--- config.mk ---
export PLATFORM = sky130hd
export DESIGN_NAME = tkdp_score_unit
export DESIGN_NICKNAME = d
export VERILOG_FILES = /design/src/tkdp_pkg.sv /design/src/tkdp_score_unit.sv
export SDC_FILE = /design/constraint.sdc
export NUM_CORES = 1
export LEC_CHECK = 0
export ABC_AREA = 0
export BUFFER_PORTS_ARGS = -buffer_cell sky130_fd_sc_hd__buf_2
export CORE_MARGIN = 2
export CORE_UTILIZATION = 45
export CTS_CLUSTER_DIAMETER = 60
export DETAILED_ROUTE_END_ITERATION = 8
export PLACE_DENSITY = 0.65
export SYNTH_ARGS = -nofsm -noshare
export SYNTH_HDL_FRONTEND = slang
export SYNTH_SLANG_ARGS = --single-unit
--- constraint.sdc ---
create_clock -name clock -period 14 [get_ports clock]
set_input_delay 0.7 -clock clock [delete_from_list [all_inputs] [get_ports clock]]
set_output_delay 0.7 -clock clock [all_outputs]
set_load 0.05 [all_outputs]
--- src/tkdp_pkg.sv ---
// Shared types, constants and helpers of the top-k dot-product search core.
package tkdp_pkg;

   // Field widths fixed by the word formats
   localparam int DIMENSION_W  = 13;
   localparam int NEIGHBORS_W  = 5;
   localparam int ELEMENT_W    = 16;
   localparam int RANK_W       = 4;
   localparam int INDEX_W      = 16;
   localparam int SCORE_W      = 32;
   localparam int CSR_INDEX_W  = 4;
   localparam int CSR_DATA_W   = 16;
   localparam int SCALE_W      = 14;
   localparam int SCORE_FRAC_W = 30;

   // Register indexes on the configuration port
   localparam logic [CSR_INDEX_W-1:0] CSR_DIMENSION = 4'd0;
   localparam logic [CSR_INDEX_W-1:0] CSR_NEIGHBORS = 4'd1;

   // Register reset values
   localparam logic [DIMENSION_W-1:0] DIMENSION_RESET = 13'd4096;
   localparam logic [NEIGHBORS_W-1:0] NEIGHBORS_RESET = 5'd1;

   // Score scaling and selection floor
   localparam logic [SCALE_W-1:0]        SCORE_SCALE = 14'd10000;
   localparam logic signed [SCORE_W-1:0] SCORE_FLOOR = -32'sd99999;

   // Operation codes of an input word
   localparam logic OP_QUERY     = 1'b0;
   localparam logic OP_CANDIDATE = 1'b1;

   typedef struct packed {
      logic                        op;
      logic signed [ELEMENT_W-1:0] element;
      logic                        final_candidate;
   } req_word_type;

   typedef struct packed {
      logic [RANK_W-1:0]         rank;
      logic [INDEX_W-1:0]        candidate_index;
      logic signed [SCORE_W-1:0] score;
      logic                      last;
   } rsp_word_type;

   // Status of a finished candidate traveling beside its dot product
   typedef struct packed {
      logic               valid;
      logic               run_end;
      logic [INDEX_W-1:0] index;
   } cand_ctl_type;

   // One entry of the best-first list
   typedef struct packed {
      logic                      valid;
      logic signed [SCORE_W-1:0] score;
      logic [INDEX_W-1:0]        index;
   } cell_entry_type;

   // Scored candidate offered to the list
   typedef struct packed {
      logic           run_end;
      cell_entry_type entry;
   } ins_word_type;

   // Commands broadcast to every cell of the list
   typedef struct packed {
      logic insert;
      logic dump;
      logic clear;
   } cell_cmd_type;

   // Accumulator width that holds a full-length dot product exactly
   function automatic int acc_width(input int max_dimension);
      return 32 + $clog2(max_dimension);
   endfunction

endpackage

--- src/tkdp_score_unit.sv ---
// Scales a dot product by 10000/2^30, truncates toward zero, saturates to 32 bits.
module tkdp_score_unit #(
   parameter int ACC_W = 44
) (
   input  logic                    clock,
   input  logic                    reset,
   input  logic signed [ACC_W-1:0] dot,
   input  tkdp_pkg::cand_ctl_type  dot_ctl,
   output tkdp_pkg::ins_word_type  ins_word
);

   localparam int HI_W = ACC_W / 2;
   localparam int LO_W = ACC_W - HI_W;
   localparam int SC_W = ACC_W + tkdp_pkg::SCALE_W + 1;

   localparam logic signed [SC_W-1:0] BIAS   = SC_W'(64'sh3FFF_FFFF);
   localparam logic signed [SC_W-1:0] SAT_HI = SC_W'(64'sh7FFF_FFFF);
   localparam logic signed [SC_W-1:0] SAT_LO = ~SAT_HI;

   logic signed [HI_W+tkdp_pkg::SCALE_W:0] hi_prod_ff, hi_prod_in;
   logic [LO_W+tkdp_pkg::SCALE_W-1:0]      lo_prod_ff, lo_prod_in;
   logic signed [SC_W-1:0]                 full_ff, full_in;
   logic signed [SC_W-1:0]                 biased, scaled;
   logic signed [tkdp_pkg::SCORE_W-1:0]    score;
   tkdp_pkg::cand_ctl_type                 ctl_a_ff, ctl_b_ff;
   tkdp_pkg::ins_word_type                 ins_ff, ins_in;

   // Split the product into two narrow multiplies
   assign hi_prod_in = $signed(dot[ACC_W-1:LO_W]) * $signed({1'b0, tkdp_pkg::SCORE_SCALE});
   assign lo_prod_in = dot[LO_W-1:0] * tkdp_pkg::SCORE_SCALE;

   // Recombine the partial products
   assign full_in = (SC_W'(hi_prod_ff) <<< LO_W) + $signed(SC_W'(lo_prod_ff));

   // Round negative values toward zero before dropping the fraction
   always_comb begin
      biased = full_ff;
      if (full_ff[SC_W-1]) begin
         biased = full_ff + BIAS;
      end
      scaled = biased >>> tkdp_pkg::SCORE_FRAC_W;
      if (scaled > SAT_HI) begin
         score = 32'sh7FFF_FFFF;
      end else if (scaled < SAT_LO) begin
         score = -32'sh8000_0000;
      end else begin
         score = scaled[tkdp_pkg::SCORE_W-1:0];
      end
   end

   // Drop scores at or below the floor
   always_comb begin
      ins_in              = '0;
      ins_in.run_end      = ctl_b_ff.valid && ctl_b_ff.run_end;
      ins_in.entry.valid  = ctl_b_ff.valid && (score > tkdp_pkg::SCORE_FLOOR);
      ins_in.entry.score  = score;
      ins_in.entry.index  = ctl_b_ff.index;
   end

   // Hold control state
   always_ff @(posedge clock) begin
      if (reset) begin
         ctl_a_ff <= '0;
         ctl_b_ff <= '0;
         ins_ff   <= '0;
      end else begin
         ctl_a_ff <= dot_ctl;
         ctl_b_ff <= ctl_a_ff;
         ins_ff   <= ins_in;
      end
   end

   // Advance the arithmetic stages
   always_ff @(posedge clock) begin
      hi_prod_ff <= hi_prod_in;
      lo_prod_ff <= lo_prod_in;
      full_ff    <= full_in;
   end

   assign ins_word = ins_ff;

endmodule

== Yosys cells after proc, flatten, opt, wreduce, memory -nomap -nowiden ==
Index checks and enable logic that the tools add are counted.

* Register bits after elaboration: 210
* Latch bits: 0
* RAM bits: 0
* ROM bits: 0
* Input bits: 64
* Output and inout bits: 50
* Word-level logic and storage cells: 25
* Memories: 0

* Add/sub/neg operators: 2
* Multiply operators: 2
* Div/mod/pow operators: 0
* $lt $le $gt $ge: 3
* Equality and inequality tests: 0
* Shift operators: 0
* Muxes and demuxes: 3
* Bitwise gates (word level): 0
* Reduce and logical (&&, ||, !) cells: 2

{| class="wikitable"
|+ Operators with widths
! kind !! count
|-
| 32-bit two-way mux || 2
|-
| 59-bit by 31-bit adder with 59-bit output, second input constant || 1
|-
| 59-bit by 37-bit adder with 59-bit output || 1
|-
| 59-bit two-way mux || 1
|-
| 22-bit by 11-bit multiplier with 33-bit output, second input constant || 1
|-
| 29-bit by 32-bit greater-than comparator with 1-bit output, second input constant || 1
|-
| 32-bit by 18-bit greater-than comparator with 1-bit output, second input constant || 1
|-
| 29-bit by 32-bit less-than comparator with 1-bit output, second input constant || 1
|-
| 22-bit by 10-bit multiplier with 32-bit output, second input constant || 1
|-
| 1-bit logical AND || 2
|}

== Logic depth before layout (Yosys ltp) ==
* Depth after elaboration: 7
* Depth in mapped cells: 18

== Least setup slack after synthesis ==
No wires, ideal clock.

* Path type: in2reg
* Start point: input dot[8]
* End point: register lo_prod_ff[35] (netlist bit)
* Library setup time: 0.095 ns
* Arrival time: 4.817 ns
* Path slack: 9.087 ns
* Stages on the path: 18
* Path buffers: 0
* Path through: fa_1 ha_1 inv_1 fa_1 inv_1 ha_1 inv_1 fa_1 inv_1 ha_1 nand2_1 nor3_1 o211ai_1 a21boi_1 a221o_1 a211oi_1 or3_1 o311ai_1

* Longest elaborated chain between the ends: 1

{| class="wikitable"
|+ Ends and longest elaborated chain
! what !! RTL line !! source
|-
| start: declaration || tkdp_score_unit.sv:7 || <nowiki>input logic signed [ACC_W-1:0] dot,</nowiki>
|-
| 22-bit by 10-bit multiplier with 32-bit output || tkdp_score_unit.sv:30 || <nowiki>assign lo_prod_in = dot[LO_W-1:0] * tkdp_pkg::SCORE_SCALE;</nowiki>
|-
| named net lo_prod_in (one bit) || tkdp_score_unit.sv:21 || <nowiki>logic [LO_W+tkdp_pkg::SCALE_W-1:0] lo_prod_ff, lo_prod_in;</nowiki>
|-
| end signal: assignment || tkdp_score_unit.sv:76 || <nowiki>lo_prod_ff <= lo_prod_in;</nowiki>
|-
| end: declaration || tkdp_score_unit.sv:21 ||
|}

The timed path passes the listed nets, and every way through them passes these cells.
A chain may end at the register's enable or synchronous reset.

== Worst setup path in the final report ==
Same ends and word-level chain as after synthesis.

==> flow_metrics.tcl <==
set metrics [dict create \
    cts.reportedPaths.clkPinSlew_ns 0.06 \
    comb_power_share_pct 53.6 \
    p_leak_nw 7.89 \
    mostFrequentLayoutCell "inv_1" \
    multi_input_area_mm2 0.00836 \
    rsz0062_at_grt "no" \
    wire_per_inst_um 12.6 \
    met2_length_mm 10.3 \
    p_int_mw 1.96 \
    critPathRequiredTime_ns 14.39 \
    ir_worst_vdd_uv 111 \
    nNetsFinal 1887 \
    synthArstFlopShare_pct 0 \
    register_area_mm2 0.00406 \
    whs_path_depth 0 \
    dr.first_iter.drc_count 301 \
    antenna_cells 0 \
    portBuffers 113 \
    drt-met1-wl_mm 12.5 \
    mostFrequentLayoutCells "inv_1 (294), ha_1 (212), dfxtp_1 (203)" \
    first_pass_iters 4 \
    reg2reg_depth 11 \
    antenna_found_initial 0 \
    routabilityCongestion 0.856 \
    drc 0 \
    die-area_mm2 0.0316 \
    r2r_end "full_ff[54]" \
    die_h_um 178 \
    yosysWarnings 0 \
    yosysUniqueCellTypes 63 \
    cts_setup_buffers 0 \
    cts_max_path_buffers 3 \
    synth_flop_cell "dfxtp_1" \
    hold_viol 0 \
    synthToLayoutAreaGrowth_pct 13.6 \
    grt_overflow_total 0 \
    pwr-share-seq_pct 27.1 \
    row_count 63 \
    slew_headroom_pct 49.2 \
    ctsHoldBuffers 0 \
    ant_nets 0 \
    p_switching_mw 1.36 \
    grt_max_degree 83 \
    min_to "full_ff[14]" \
    hpwlAfterDp_mm 20.5 \
    cts_buffers 23 \
    top_layer "met4" \
    crit_path_start_kind "input pin" \
    synth_edf_count 0 \
    yosysSeqAreaShare_pct 29.9 \
    root_buffer "clkbuf_16" \
    worst_slew_pin_slew_ns 0.762 \
    grt_pass1_vias 8596 \
    slew_viol_final 0 \
    fill_cells 2710 \
    initial_core_util_pct 45.7 \
    layout-drive-gt1-share_pct 10.9 \
    skew_ns 0.00899 \
    netlist_area_mm2 0.0136 \
    wl_met3_um 879 \
    io_pins 114 \
    finalCriticalPeriod_ns 5.02 \
    core_area_mm2 0.0297 \
    timing.rr.start "hi_prod_ff[4]" \
    critPathMaxFanout 5 \
    grt_util_all_layers_pct 15.5 \
    insertion_delay_ns 0.49 \
    fp.dieW_um 178 \
    max_clock_freq_mhz 199 \
    hold_path_startpoint "lo_prod_ff[14]" \
    fin_crit_sh_pct 35.9 \
    arrival_ns 5.41 \
    wl_mm 24.0 \
    cts_resized 0 \
    drv_cap 0 \
    worst-setup-path-type "in -> reg" \
    r2r_slack_ns 11.23 \
    fin_area_mm2 0.0154 \
    synth-seq-cells 203 \
    placed_cell_area_mm2 0.0146 \
    viasPerCell 4.70 \
    vias 8933 \
    h-tree-depth 1 \
    syn-num-nets 1762 \
    finalPower_mw 3.31 \
    tritoncts "yes" \
    synthCells 1369 \
    clkPwrFrac_pct 19.3 \
    status "finished clean" \
    finalSetupTns_ns 0 \
    end_kind "register" \
    power.density_mw_per_mm2 215 \
    avgSynthCellArea_um2 9.93 \
    cts.sinks 203 \
    min_path_type "reg -> reg" \
    switching_share_pct 41.0 \
    setup_viol 0 \
    grt_pass1_wl_mm 40.5 \
]
-- worst max path at each step --
stage          slack [ns]  startpoint             end
2_1_floorplan        9.09      dot[8]  lo_prod_ff[35]
3_3_place_gp         8.65      dot[8]  lo_prod_ff[35]
3_5_place_dp         8.49      dot[7]  lo_prod_ff[35]
4_1_cts              8.99      dot[7]  lo_prod_ff[35]
5_1_grt              8.72      dot[8]  lo_prod_ff[35]
6_report             8.98      dot[8]  lo_prod_ff[35]
-- kinds of logic (layout without fill, tap and decap cells) --
family | after synthesis | in the layout | synth area share (%)
buffers and inverters | 308 | 449 | 8.59
AOI/OAI and AO/OA | 154 | 154 | 7.68
and+or+nand+nor | 273 | 273 | 10.5
adders and majority gates | 329 | 329 | 36.7
DFF | 203 | 203 | 29.9
xor gates and xnor gates | 102 | 102 | 6.57
-- power groups by stage --
| stage | Sequential (mW) | Combinational, mW | Clock (mW) |
|---|---|---|---|
| after floorplan | 0.980 | 1.33 | 0 |
| after global placement | 0.906 | 1.76 | 0 |
| after detailed placement | 0.912 | 1.78 | 0 |
| after CTS | 0.900 | 1.80 | 0.658 |
| after global routing | 0.922 | 2.03 | 0.681 |
| final | 0.899 | 1.78 | 0.641 |
-- cell type report --
| cell class | instances | share of cell area [%] |
|---|---|---|
| Multi-Input combinational cell | 858 | 54.2 |
| Clock inverter | 13 | 1.43 |
| Sequential cell | 203 | 26.3 |
| Tap cell | 390 | 3.16 |
| Inverter | 294 | 7.15 |
| Clock buffer | 28 | 4.04 |
| Timing Repair Buffer | 114 | 3.71 |
-- synth_stat cells, types with 7 or more instances --
| master | instances | area [um^2] |
|---|---|---|
| o21bai_1 | 7 | 52.6 |
| fa_1 | 117 | 2340 |
| inv_1 | 294 | 1100 |
| o21ai_0 | 22 | 110 |
| a21o_1 | 19 | 143 |
| xnor2_1 | 65 | 569 |
| nor3_1 | 10 | 50.1 |
| nor2b_1 | 60 | 375 |
| nand2_1 | 42 | 158 |
| nand3_1 | 27 | 135 |
| xor2_1 | 37 | 324 |
| and3_1 | 13 | 81.3 |
| nand4_1 | 12 | 75.1 |
| nor4_1 | 8 | 50.1 |
| clkbuf_1 | 10 | 37.5 |
| a211oi_1 | 9 | 67.6 |
| ha_1 | 212 | 2650 |
| dfxtp_1 | 203 | 4060 |
| nor2_1 | 71 | 267 |
| a21oi_1 | 44 | 220 |
| o211ai_1 | 7 | 52.6 |
-- per-layer routing --
layer	up-vias	global-route usage, %
met1	4129	22.7
met4	0	3.18
met3	25	1.67
li1	4642	-
met2	137	24.6
met5	-	0
-- state kept, by name, indices dropped and copies added, names as in the netlist --
| signal | flops |
|---|---|
| ctl_a_ff | 18 |
| ctl_b_ff | 18 |
| full_ff | 55 |
| hi_prod_ff | 33 |
| ins_word | 47 |
| lo_prod_ff | 32 |
-- critical path: stages --
cell	delay, ns
buf_2	0.15
fa_1	0.49
ha_1	0.28
inv_1	0.05
fa_1	0.52
inv_1	0.04
ha_1	0.26
inv_1	0.05
fa_1	0.49
inv_1	0.04
ha_1	0.35
nand2_1	0.12
nor3_1	0.28
o211ai_1	0.17
a21boi_1	0.34
a221o_1	0.28
a211oi_1	0.10
or3_1	0.41
o311ai_1	0.27
-- through the flow --
step / setup WS, ns / utilization [%] / hold slack (ns) / cells
2_1_floorplan: 9.09 / - / 0.310 / 1369
3_3_place_gp: 8.65 / 49.1 / 0.311 / 1859
3_5_place_dp: 8.49 / 49.1 / 0.312 / 1859
4_1_cts: 8.99 / 52.0 / 0.326 / 1900
5_1_grt: 8.72 / 52.0 / 0.330 / 1900
6_report: 8.98 / 52.0 / 0.323 / 1900
No activity file was read; power rests on OpenSTA's default activity.
