--- src/tkdp_pkg.sv ---
// Shared types, constants and helpers of the top-k dot-product search core.
package tkdp_pkg;

   // Field widths fixed by the word formats
   localparam int DIMENSION_W  = 13;
   localparam int NEIGHBORS_W  = 5;
   localparam int ELEMENT_W    = 16;
   localparam int RANK_W       = 4;
   localparam int INDEX_W      = 16;
   localparam int SCORE_W      = 32;
   localparam int CSR_INDEX_W  = 4;
   localparam int CSR_DATA_W   = 16;
   localparam int SCALE_W      = 14;
   localparam int SCORE_FRAC_W = 30;

   // Register indexes on the configuration port
   localparam logic [CSR_INDEX_W-1:0] CSR_DIMENSION = 4'd0;
   localparam logic [CSR_INDEX_W-1:0] CSR_NEIGHBORS = 4'd1;

   // Register reset values
   localparam logic [DIMENSION_W-1:0] DIMENSION_RESET = 13'd4096;
   localparam logic [NEIGHBORS_W-1:0] NEIGHBORS_RESET = 5'd1;

   // Score scaling and selection floor
   localparam logic [SCALE_W-1:0]        SCORE_SCALE = 14'd10000;
   localparam logic signed [SCORE_W-1:0] SCORE_FLOOR = -32'sd99999;

   // Operation codes of an input word
   localparam logic OP_QUERY     = 1'b0;
   localparam logic OP_CANDIDATE = 1'b1;

   typedef struct packed {
      logic                        op;
      logic signed [ELEMENT_W-1:0] element;
      logic                        final_candidate;
   } req_word_type;

   typedef struct packed {
      logic [RANK_W-1:0]         rank;
      logic [INDEX_W-1:0]        candidate_index;
      logic signed [SCORE_W-1:0] score;
      logic                      last;
   } rsp_word_type;

   // Status of a finished candidate traveling beside its dot product
   typedef struct packed {
      logic               valid;
      logic               run_end;
      logic [INDEX_W-1:0] index;
   } cand_ctl_type;

   // One entry of the best-first list
   typedef struct packed {
      logic                      valid;
      logic signed [SCORE_W-1:0] score;
      logic [INDEX_W-1:0]        index;
   } cell_entry_type;

   // Scored candidate offered to the list
   typedef struct packed {
      logic           run_end;
      cell_entry_type entry;
   } ins_word_type;

   // Commands broadcast to every cell of the list
   typedef struct packed {
      logic insert;
      logic dump;
      logic clear;
   } cell_cmd_type;

   // Accumulator width that holds a full-length dot product exactly
   function automatic int acc_width(input int max_dimension);
      return 32 + $clog2(max_dimension);
   endfunction

endpackage

--- src/tkdp_cell.sv ---
// One entry of the sorted best-first list: compare, shift down on insert, shift up on dump.
module tkdp_cell (
   input  logic                     clock,
   input  logic                     reset,
   input  tkdp_pkg::cell_cmd_type   cmd,
   input  tkdp_pkg::cell_entry_type new_entry,
   input  tkdp_pkg::cell_entry_type prev_entry,
   input  logic                     prev_take,
   input  tkdp_pkg::cell_entry_type next_entry,
   output tkdp_pkg::cell_entry_type entry,
   output logic                     take
);

   tkdp_pkg::cell_entry_type entry_ff, entry_in;

   // A free cell or a strictly lower score gives way; equal scores keep the earlier entry
   assign take = !entry_ff.valid || (new_entry.score > entry_ff.score);

   always_comb begin
      entry_in = entry_ff;
      if (cmd.clear) begin
         entry_in.valid = 1'b0;
      end else if (cmd.dump) begin
         entry_in = next_entry;
      end else if (cmd.insert && take) begin
         entry_in = prev_take ? prev_entry : new_entry;
      end
   end

   always_ff @(posedge clock) begin
      if (reset) begin
         entry_ff <= '0;
      end else begin
         entry_ff <= entry_in;
      end
   end

   assign entry = entry_ff;

endmodule

--- config.mk ---
export PLATFORM = sky130hd
export DESIGN_NAME = tkdp_cell
export DESIGN_NICKNAME = d
export VERILOG_FILES = /design/src/tkdp_pkg.sv /design/src/tkdp_cell.sv
export SDC_FILE = /design/constraint.sdc
export NUM_CORES = 1
export LEC_CHECK = 0
export ABC_AREA = 1
export BUFFER_PORTS_ARGS = -buffer_cell sky130_fd_sc_hd__buf_2
export CORE_MARGIN = 5
export CORE_UTILIZATION = 25
export DETAILED_ROUTE_END_ITERATION = 8
export REMOVE_ABC_BUFFERS = 1
export SLEW_MARGIN = 10
export SYNTH_ARGS = -nofsm -noshare
export SYNTH_HDL_FRONTEND = slang
export SYNTH_SLANG_ARGS = --single-unit
--- constraint.sdc ---
create_clock -name clock -period 2.2 [get_ports clock]
set_clock_uncertainty 0.2 [all_clocks]
set_input_delay 0.22 -clock clock [delete_from_list [all_inputs] [get_ports clock]]
set_output_delay 0.22 -clock clock [all_outputs]
set_load 0.05 [all_outputs]
# --- Word-level counts from Yosys, hierarchy flattened ---
# Cells that the tools add are included.
word_totals:
  ff_bits: 49
  inputBits: 153
  out_inout_bits: 50
  word_cells: 14
op_classes:
  n_lt_le_gt_ge: 1
  muxes: 3
  bitwise: 1
  reduce_logical: 6
ops:
  columns: ["operator", "count"]
  rows:
  - ["2-to-1 mux 49 bit", 3]
  - ["greater-than comparator 32 bit", 1]
  - ["AND reduction 2 bit", 1]
  - ["nonzero test 2 bit", 1]
  - ["OR reduction 2 bit", 1]
  - ["logical AND 1 bit", 1]
  - ["logical NOT 1 bit", 1]
  - ["logical OR 1 bit", 1]
  - ["NOT 1 bit", 1]

# --- Longest topological paths before layout ---
# Gate-level depths: netlist (run 1).
logic_depth:
  depth_word: 5
  ltp_mapped: 22
  ltp_nobuf: 21

# --- Worst setup path before layout (run 1) ---
# No wires, ideal clock.
synth_timing:
  path_type: "reg2reg"
  start: "reg entry_ff (netlist bit entry[47])"
  end: "reg entry_ff (netlist bit entry[23])"
  setup_time_ns: 0.117
  t_arrival_ns: 2.557
  required_ns: 1.883
  setup_slack_ns: -0.674
  path_stages_with_launch: 18
  path_buffers: 2
  synth_period_minus_slack_ns: 2.874
  cell_sequence: "dfxtp_1 -> inv_1 -> ha_1 -> nand2_1 -> nor2_2 -> nand2_1 -> nor3b_2 -> nand2_1 -> nand2_1 -> nand2_1 -> nand3_1 -> nand2_2 -> nand2_2 -> nand2_4 -> buf_6 -> buf_6 -> a21oi_1 -> nor2_1"
synth_via:
  elab_chain_cells: 5
synth_lines:
  columns: ["item", "line_no", "rtl"]
  rows:
  - ["from (decl)", "tkdp_cell.sv:14", "tkdp_pkg::cell_entry_type entry_ff, entry_in;"]
  - ["from (signal assigned)", "tkdp_cell.sv:34", "entry_ff <= entry_in;"]
  - ["greater-than comparator 32 bit", "tkdp_cell.sv:17", "assign take = !entry_ff.valid || (new_entry.score > entry_ff.score);"]
  - ["logical OR 1 bit", "tkdp_cell.sv:17", null]
  - ["net take", "tkdp_cell.sv:11", "output logic take"]
  - ["logical AND 1 bit", "tkdp_cell.sv:25", "end else if (cmd.insert && take) begin"]
  - ["nonzero test 2 bit (no line)", null, null]
  - ["AND reduction 2 bit (no line)", null, null]
# The timed path passes the listed nets, and every way through them passes these cells.
# A chain may end at the register's enable or synchronous reset.

# --- Worst setup path after layout (run 1) ---
layout_timing:
  start: "reg entry_ff (netlist bit entry[44])"
  end: "out take"
layout_via:
  elab_chain_cells: 2
layout_lines:
  columns: ["item", "line_no"]
  rows:
  - ["greater-than comparator 32 bit", "tkdp_cell.sv:17"]
  - ["logical OR 1 bit", "tkdp_cell.sv:17"]
  - ["to (decl)", "tkdp_cell.sv:11"]
# No other way between the ends.

==> impl_results.md, run 1 <==
- Outcome: complete, but fails checks
- Failing checks: setup timing
- Worst Reg2Reg Path Length in Cells: 18
- TritonCTS Buffers: 5
- CP startpoint: entry[44]
- Top Ports: 203
- Aggregate global routing overflow: 0
- Chip width: between 100 and 150 um
- Fillers: approximately 1600
- Post-DP HPWL: between 9 and 10 mm
- Worst r2r src: entry[44]
- Most used flip-flop cell after synthesis: dfxtp_1
- Final setup TNS: -9580 ps
- PwrDens: 515 nW/um^2
- Routed Antenna Nets: 0
- Hold_buf cts: 0
- Synth async-reset ratio: 0%
- Cell Area, Synth: ~4000 sq um
- First-pass GRT wire length: 20.1 mm
- Final critical-path share of the clock period: 112%
- Initial antenna violation count: 2
- Share of cells above drive strength 1: 53.2%
- Hold Vio Cnt, Final: 0
- DR vias: 4666
- Critical path capture point type: primary output
- Highest Clock Rate: approximately 0.41 GHz
- Htree depth: 2
- Sequential area share after synthesis: between 20% and 30%
- Worst Path Required: between 1500 and 2000 ps
- Largest net degree at the start of global routing: 98
- R2R setup slack: -230 ps
- CTS Buffer Depth: 2
- Initial core utilization: ~25%
- EDFF count, synth: 0
- Measured slew at the worst slew-check pin: approximately 600 ps
- Nets: around 1000
- Clock Sinks: between 40 and 50
- Number of global-route vias before repair: 4143
- Starting DRT DRC Count: 125
- Worst min path class: primary input to register
- Global placement routability congestion: 0.770
- CTS tree: built
- Ant. Diodes: 0
- Register bit total from synthesis: ~50
- Critical path type: register to primary output
- Critical path launch point type: register
- Setup WS post-layout: -264 ps
- Most frequent cells in the layout: buf_2, nand2_1, nor2_1, o21a_1, mux2i_1
- Port bufs: approximately 200
- Area growth, synth to finish: 68.1%
- CP Max Fanout: 2
- Fin crit period: roughly 2500 ps
- Worst-path clk slew: ~70 ps
- R2r endpoint: entry[10]
- Rel. slew slack: roughly three fifths
- GRT Total Usage: between 10% and 20%
- Post-Syn Instances: ~600
- Max-slew violations: 0
- WL/cell: 14.1 um
- Netlist cell types: 24
- Clk_lat worst skew: approximately 300 ps
- VDD IR-drop max: 0.295 mV
- RSZ-0062 raised after global routing: true
- Synth warn: 0
- Row count: 46
- Max reg flops: approximately 50
- CORE AREA: about 16000 sq um
- Finish-stage setup viols: 50
- DR pass1 iterations: 4
- Average vias per placed instance: 4.51
- Crit path DAT: between 2000 and 2500 ps
- Die area: 18800 sq um
- Final wirelength: 14.5 mm
- # DRC: 0
- Die height: between 100 and 150 um
- Leak pwr: approximately 0.0033 uW
- Worst Setup EP: take
- Dpl ws: -376 ps
- Max-cap violations: 0
- Synth Area per Inst: 6.89 sq um
- Clk root buf: clkbuf_16
- Commonest non-fill, non-tap cell in the layout: buf_2
## area by class of cell
cell class              count  area [sq um]  share of cell area (%)
inverters                  43           163                    2.40
repair buffers            265          1760                    25.9
clock inverters             1          30.0                   0.443
flip-flops and latches     49          1010                    14.9
clock buffers               7           143                    2.10
well taps                 216           270                    3.99
multi-input cells         453          3410                    50.2
## routing by layer
metal	vias to the layer above	routed length, um	global-route usage (%)
li1	2413	-	-
met1	2085	6300	16.7
met2	148	6920	22.6
met3	16	1070	3.53
met4	4	214	4.10
met5	-	27	0
## critical path, cell delays in order, from the launching register on
cell and delay (ps):
dfxtp_1 330, inv_1 40, ha_1 260, nand2_1 100
nor2_4 50, buf_4 120, nand2_1 50, nand2_1 70
a21oi_2 170, nand2_2 70, nand2_2 50, nand3_2 70
nand2_4 110, buf_6 110, buf_8 130
## metrics by stage
step | instance area, sq um | utilization [%] | hold slack, ps | std cells | power (uW)
floorplan | 3830 | - | 278 | 543 | 1770
global placement | 5600 | 35.4 | 254 | 1012 | 2270
detailed placement | 5600 | 35.4 | 265 | 1012 | 2280
CTS | 5940 | 37.5 | 92.4 | 1022 | 3290
global route | 6780 | 42.8 | 147 | 1034 | 3700
finish | 6780 | 42.8 | 106 | 1034 | 3490
## power breakdown
part	internal (uW)	switching [uW]	leakage [uW]	total, uW
sequential	968	42.0	0.000413	1010
combinational	662	883	0.00282	1540
clock	570	366	0.0000841	935
total	2200	1290	0.00332	3490
## cells in the mapped netlist (10+ instances only)
cell type	number	area, sq um
o21a_1	50	375
buf_2	13	65.1
nand2_1	134	503
dfxtp_1	49	981
a21oi_2	10	87.6
clkbuf_1	24	90.1
inv_1	42	158
a21oi_1	52	260
ha_1	32	400
nor2_1	58	218
nand3_1	53	265
mux2i_1	49	490
## worst min path at each step
stage	cells after the start	startpoint	endpoint
finish	5	next_entry[16]	entry[16]
global route	5	next_entry[16]	entry[16]
CTS	5	next_entry[16]	entry[16]
detailed placement	2	entry[3]	entry[3]
global placement	2	entry[3]	entry[3]
floorplan	4	next_entry[16]	entry[16]
## logic make-up (layout without fill, tap and decap cells)
logic type,Yosys count,in the layout,share of synthesized area (%)
buffers and inverters,85,316,8.97
multiplexers,49,49,12.2
AO/OA/AOI/OAI,116,116,18.5
flip-flops,49,49,24.3
AND/OR/NAND/NOR,254,256,26.1
adder cells (fa/ha/maj),32,32,9.93
## what timing repair did
item                       CTS  global route
setup endpoints to repair   50            50
pin swaps                   12            57
setup buffers                1             1
resized for setup           30           133
gates cloned                 1            11
(Power assumes the default switching activity.)
==> inputs of run 2 (changes only) <==
--- a/config.mk
+++ b/config.mk
@@ -8,7 +8,7 @@
 export ABC_AREA = 1
 export BUFFER_PORTS_ARGS = -buffer_cell sky130_fd_sc_hd__buf_2
 export CORE_MARGIN = 5
-export CORE_UTILIZATION = 25
+export CORE_UTILIZATION = 33
 export DETAILED_ROUTE_END_ITERATION = 8
 export REMOVE_ABC_BUFFERS = 1
 export SLEW_MARGIN = 10
==> run 2 against run 1 <==
The flow still finishes with violations (setup timing). Sequential power hardly changed. Routed wire length is 4.4% lower. First-iteration DRC count is 49% higher.
==> impl_results.md, run 2 (same netlist as run 1, synthesis figures left out) <==
- Outcome: complete, but fails checks (unchanged)
- Failing checks: setup timing (unchanged)
- Max-cap violations: 0 (unchanged)
- WL/cell: 14.3 um (was 14.1 um)
- GRT Total Usage: 16.9% (was 13.4%)
- Leak pwr: 0.00327 uW (was 0.00332 uW)
- Final Util: 53.9% (was 42.8%)
- Worst min path class: primary input to register (unchanged)
- Clk root buf: clkbuf_16 (unchanged)
- VDD IR-drop max: 0.333 mV (was 0.295 mV)
- TritonCTS Buffers: 5 (unchanged)
- Clock Sinks: 49 (unchanged)
- Setup WS post-layout: -351 ps (was -264 ps)
- Max-slew violations: 0 (unchanged)
- Critical path capture point type: primary output (unchanged)
- CP startpoint: entry[24] (was entry[44])
- Share of cells above drive strength 1: 49.3% (was 53.2%)
- Port bufs: 202 (unchanged)
- Chip width: 121 um (was 137 um)
- Placed Cells: 941 (was 1012)
- Non-filler cells, final: 968 (was 1034)
- Number of global-route vias before repair: 4639 (was 4143)
- Htree depth: 2 (unchanged)
- Row count: 40 (was 46)
- Final critical-path share of the clock period: 116% (was 112%)
- Worst Reg2Reg Path Length in Cells: 17 (was 18)
- Worst Setup EP: take (unchanged)
- Post-DP HPWL: 9.30 mm (was 9.80 mm)
- Critical path launch point type: register (unchanged)
- Area growth, synth to finish: 60.7% (was 68.1%)
- CORE AREA: 12000 sq um (was 15800 sq um)
- Initial antenna violation count: 0 (was 2)
- Die area: 14500 sq um (was 18800 sq um)
- Average vias per placed instance: 4.88 (was 4.51)
- CP Max Fanout: 2 (unchanged)
- Ant. Diodes: 0 (unchanged)
- Top Ports: 203 (unchanged)
- Crit path DAT: 2130 ps (was 2040 ps)
- Global placement routability congestion: 0.811 (was 0.770)
- Finish-stage setup viols: 50 (unchanged)
- DR vias: 4725 (was 4666)
- Rel. slew slack: 61.5% (was 60.0%)
- Worst r2r src: entry[24] (was entry[44])
- Highest Clock Rate: 0.392 GHz (was 0.406 GHz)
- R2r endpoint: entry[24] (was entry[10])
- Critical hold path startpoint: next_entry[16] (unchanged)
- Critical path type: register to primary output (unchanged)
- Aggregate global routing overflow: 0 (unchanged)
- First-pass GRT wire length: 20.7 mm (was 20.1 mm)
- DR pass1 iterations: 6 (was 4)
- RSZ-0062 raised after global routing: true (unchanged)
- PwrDens: 514 nW/um^2 (was 515 nW/um^2)
- Worst-case hold slack: 133 ps (was 106 ps)
- Commonest non-fill, non-tap cell in the layout: buf_2 (unchanged)
- Max reg flops: 49 (unchanged)
- Routed Antenna Nets: 0 (unchanged)
- Die height: 121 um (was 137 um)
- Area after DPL: 5470 sq um (was 5600 sq um)
- Worst Path Required: 1780 ps (about the same)
- Final instance area: 6480 sq um (was 6780 sq um)
- Clk_lat worst skew: 290 ps (was 300 ps)
- Final setup TNS: -14660 ps (was -9580 ps)
- Worst-path clk slew: 70 ps (about the same)
- Nets: 1005 (was 1002)
- CTS Buffer Depth: 2 (unchanged)
- R2R setup slack: -350 ps (was -230 ps)
- Measured slew at the worst slew-check pin: 578 ps (was 599 ps)
- Starting DRT DRC Count: 186 (was 125)
- Hold Vio Cnt, Final: 0 (unchanged)
- Most frequent cells in the layout: buf_2, nand2_1, nor2_1, o21a_1, mux2i_1 (unchanged)
- Fin crit period: 2550 ps (was 2460 ps)
- CTS tree: built (unchanged)
- Initial core utilization: 33.6% (was 25.5%)
- Final wirelength: 13.9 mm (was 14.5 mm)
- # DRC: 0 (unchanged)
- Largest net degree at the start of global routing: 98 (unchanged)
- Fillers: 1160 (was 1606)
run 2: changes by cell type in the layout (fill, tap and decap cells not counted), sizes merged:
cell and delta:
buf +3, inv +1, bufinv -1
run 2: power by group:
group	internal (uW)	switching [uW]	leakage [uW]	total, uW
clock	483	347	0.0000799	830
sequential	968	44.0	0.000413	1010
combinational	630	855	0.00278	1480
total	2080	1250	0.00327	3330
run 2: worst min path at each step:
stage | end | slack, ps | depth (start not counted)
2_1_floorplan | entry[16] | 280 | 4
3_3_place_gp | entry[14] | 260 | 2
3_5_place_dp | entry[14] | 270 | 2
4_1_cts | entry[16] | 110 | 5
5_1_grt | entry[16] | 180 | 5
6_report | entry[16] | 130 | 5
run 2: what timing repair did:
item                       in CTS  in global routing
setup endpoints to repair      50                 50
resized for setup              64                 62
pin swaps                      28                 37
cloned                          1                 12
setup buffers                   4                  2
hold buffers                    0                  0
run 2: layer usage:
layer	part of all wire, %	global-route usage (%)	routed length (um)
met3	5.6	3.65	773
met2	51	31.2	7020
met4	1.4	3.75	191
met5	0	0	0
met1	42	20.0	5900
run 2: layout make-up:
type                            count  area (sq um)  area share, %
Multi-Input combinational cell    453          3220           49.7
Timing Repair Buffer              268          1750           26.9
Sequential cell                    49          1010           15.6
Tap cell                          147           184           2.84
Inverter                           43           161           2.49
Clock buffer                        7           153           2.36
Clock inverter                      1          5.00         0.0773
run 2: critical path, stage by stage (launching register included):
cell	delay, ps
dfxtp_2	340
inv_1	50
ha_1	270
nand4_1	140
nor3_2	240
nand2_1	80
nand2_1	70
nand2_1	70
nand2_1	70
nand2_1	80
nand3_2	90
nand2_4	80
buf_6	130
buf_12	140
run 2: per-stage QoR:
stage	setup WS (ps)	power (uW)
6_report	-351	3330
2_1_floorplan	-986	1770
3_3_place_gp	-181	2240
4_1_cts	-241	3210
3_5_place_dp	-234	2260
5_1_grt	-484	3540
==> inputs of run 3 (changes only) <==
==> constraint.sdc (replaced) <==
create_clock -name clock -period 3.03 [get_ports clock]
set_clock_uncertainty 0.2 [all_clocks]
set_input_delay 0.303 -clock clock [delete_from_list [all_inputs] [get_ports clock]]
set_output_delay 0.303 -clock clock [all_outputs]
set_load 0.05 [all_outputs]
==> run 3 against run 2 <==
Critical path depth down 2. Global-route usage decreased by 1.3 points. Critical endpoint unchanged. Largest cell class unchanged. Sequential share of layout area is 2.9 points higher. The flow now finishes without violations. First-iteration DRC count down 24%. Via count fell by 8.1%. Count of clock-buffer cells in the layout is the same. Non-clock buffer count shrank 57. Critical path type unchanged. Sequential cell count unchanged. Cell area down 18%. Sequential power fell by 27%.
==> impl_results.md, run 3 (same netlist as run 1, synthesis figures left out) <==
- Outcome: complete, no violations (was complete, but fails checks)
- CP cell instances: inv_1 > ha_1 > nand2_1 > nor2_2 > nand2_1 > nor3b_2 > nand2_1 > nand3_1 > nand3_1 > nand2_2 > buf_2 (was inv_1 > ha_1 > nand4_1 > nor3_2 > nand2_1 > nand2_1 > nand2_1 > nand2_1 > nand2_1 > nand3_2 > nand2_4 > buf_6 > buf_12)
- Measured slew at the worst slew-check pin: 535 ps (was 578 ps)
- Htree depth: 2 (unchanged)
- Die area: 14500 sq um (unchanged)
- Clk root buf: clkbuf_16 (unchanged)
- GRT met1 Usage: 18.4% (was 20.0%)
- WL/cell: 12.7 um (was 14.3 um)
- Port bufs: 202 (unchanged)
- VDD IR-drop max: 0.204 mV (was 0.333 mV)
- # DRC: 0 (unchanged)
- Average vias per placed instance: 4.78 (was 4.88)
- Max reg flops: 49 (unchanged)
- Critical hold path startpoint: next_entry[16] (unchanged)
- Final setup TNS: 0 ps (was -14660 ps)
- Chip width: 121 um (unchanged)
- DR pass1 iterations: 4 (was 6)
- Initial core utilization: 33.6% (unchanged)
- Worst r2r src: entry[47] (was entry[24])
- Worst Path Required: 2530 ps (was 1780 ps)
- TritonCTS Buffers: 5 (unchanged)
- Clk_lat worst skew: 280 ps (was 290 ps)
- Most frequent cells in the layout: buf_2, nand2_1, nor2_1, nand3_1, a21oi_1 (was buf_2, nand2_1, nor2_1, o21a_1, mux2i_1)
- Crit path DAT: 2210 ps (was 2130 ps)
- Met2 GRT Util: 28.5% (was 31.2%)
- RSZ-0062 raised after global routing: false (was true)
- Critical path launch point type: register (unchanged)
- Max-slew violations: 0 (unchanged)
- CTS tree: built (unchanged)
- CP Max Fanout: 4 (was 2)
- Worst-path clk slew: 60 ps (was 70 ps)
- Top cell by count, worst path: nand2_1 (unchanged)
- WP buf/inv: 2 (was 3)
- Leak pwr: 0.00281 uW (was 0.00327 uW)
- Hold_buf cts: 0 (unchanged)
- Fillers: 1298 (was 1160)
- Met3 GRT Util: 3.37% (was 3.65%)
- Worst min path class: primary input to register (unchanged)
- Post-cts resize count: 0 (was 64)
- Most Crowded Layer GR: met2 (unchanged)
- Critical path capture point type: primary output (unchanged)
- Worst-case hold slack: 197 ps (was 133 ps)
- Share of cells above drive strength 1: 30.7% (was 49.3%)
- Worst path max stage delay: 360 ps (was 340 ps)
- Post-DP HPWL: 9.16 mm (was 9.30 mm)
- Row count: 40 (unchanged)
- Rel. slew slack: 64.3% (was 61.5%)
- Post-CTS Setup Bufs: 0 (was 4)
- Aggregate global routing overflow: 0 (unchanged)
- Initial antenna violation count: 0 (unchanged)
- Worst Reg2Reg Path Length in Cells: 16 (was 17)
- Hold Path End: entry[16] (unchanged)
- PwrDens: 414 nW/um^2 (was 514 nW/um^2)
- Final critical-path share of the clock period: about nine tenths
- Nets: 946 (was 1005)
- Ant. Diodes: 0 (unchanged)
- Max-cap violations: 0 (unchanged)
- Clock Sinks: 49 (unchanged)
- Area growth, synth to finish: 31.6% (was 60.7%)
- CTS Buffer Depth: 2 (unchanged)
- R2r endpoint: entry[11] (was entry[24])
- Top Ports: 203 (unchanged)
- Hold Path Cell Cnt: 5 (unchanged)
- GRT Total Usage: 15.6% (was 16.9%)
- Critical path type: register to primary output (unchanged)
- CP top delay family: simple AND/OR/NAND/NOR gates (unchanged)
- Commonest non-fill, non-tap cell in the layout: buf_2 (unchanged)
- Critical path's slowest cell: dfxtp_1 (was dfxtp_2)
- Number of global-route vias before repair: 4386 (was 4639)
- R2R setup slack: 450 ps (was -350 ps)
- Routed Antenna Nets: 0 (unchanged)
- Finish-stage setup viols: 0 (was 50)
- Fin crit period: ~2700 ps
- Global placement routability congestion: 0.783 (was 0.811)
- DR vias: 4342 (was 4725)
- Hold Vio Cnt, Final: 0 (unchanged)
- Highest Clock Rate: between 0.3 and 0.4 GHz
- Starting DRT DRC Count: 142 (was 186)
- Final wirelength: 11.5 mm (was 13.9 mm)
- Largest net degree at the start of global routing: 53 (was 98)
- First-pass GRT wire length: 19.2 mm (was 20.7 mm)
- Die height: 121 um (unchanged)
- CORE AREA: 12000 sq um (unchanged)
-- run 3: cell type report --
cell class	count	area, sq um	area share [%]
tap	147	184	3.47
timing repair buffer	211	1120	21.0
clock buffer	7	143	2.69
sequential	49	981	18.5
multi-input combinational	451	2690	50.7
clock inverter	1	30.0	0.566
inverter	43	161	3.04
-- run 3: stage by stage --
step                      total power (uW)  util [%]  std cells  setup WS [ps]  area, sq um
final                                 2200      44.2        909            321         5300
after floorplan                       1290         -        543           -156         3830
after detailed placement              1580      42.7        901            357         5130
after global routing                  2360      44.2        909           78.0         5300
after global placement                1560      42.7        901            424         5130
after CTS                             2240      44.2        909            249         5300
-- run 3: report_power, final --
group	internal [uW]	total (uW)	switching [uW]	leakage, uW
Clock	413	645	232	0.0000841
Combinational	309	815	506	0.00232
Sequential	698	736	38.1	0.000406
Total	1420	2200	776	0.00281
-- run 3: worst register-to-register path, stage by stage (launching register included) --
cell and delay, ps:
dfxtp_1 360, inv_1 50, ha_1 340, nand2_1 100, nor2_2 120, nand2_1 100, nor3b_2 220, nand2_1 90
nand3_1 70, nand3_1 100, nand2_2 80, nand2_2 60, nand2_4 80, buf_12 220, nand3_1 130, nand2_1 80
nor2_1 50
-- run 3: worst max path at each step --
stage	endpoint	start	slack, ps	cells after the start
after global placement	entry[10]	new_entry[47]	420	16
after global routing	take	entry[43]	80	12
after CTS	take	entry[47]	250	11
after detailed placement	entry[40]	new_entry[47]	360	16
final	take	entry[47]	320	11
after floorplan	entry[0]	entry[47]	-160	15
-- run 3: layer usage --
layer / share of wire, % / vias to the layer above
li1: - / 2295
met1: 43 / 1904
met2: 49 / 130
met3: 6.7 / 13
met4: 1.3 / 0
met5: 0 / -
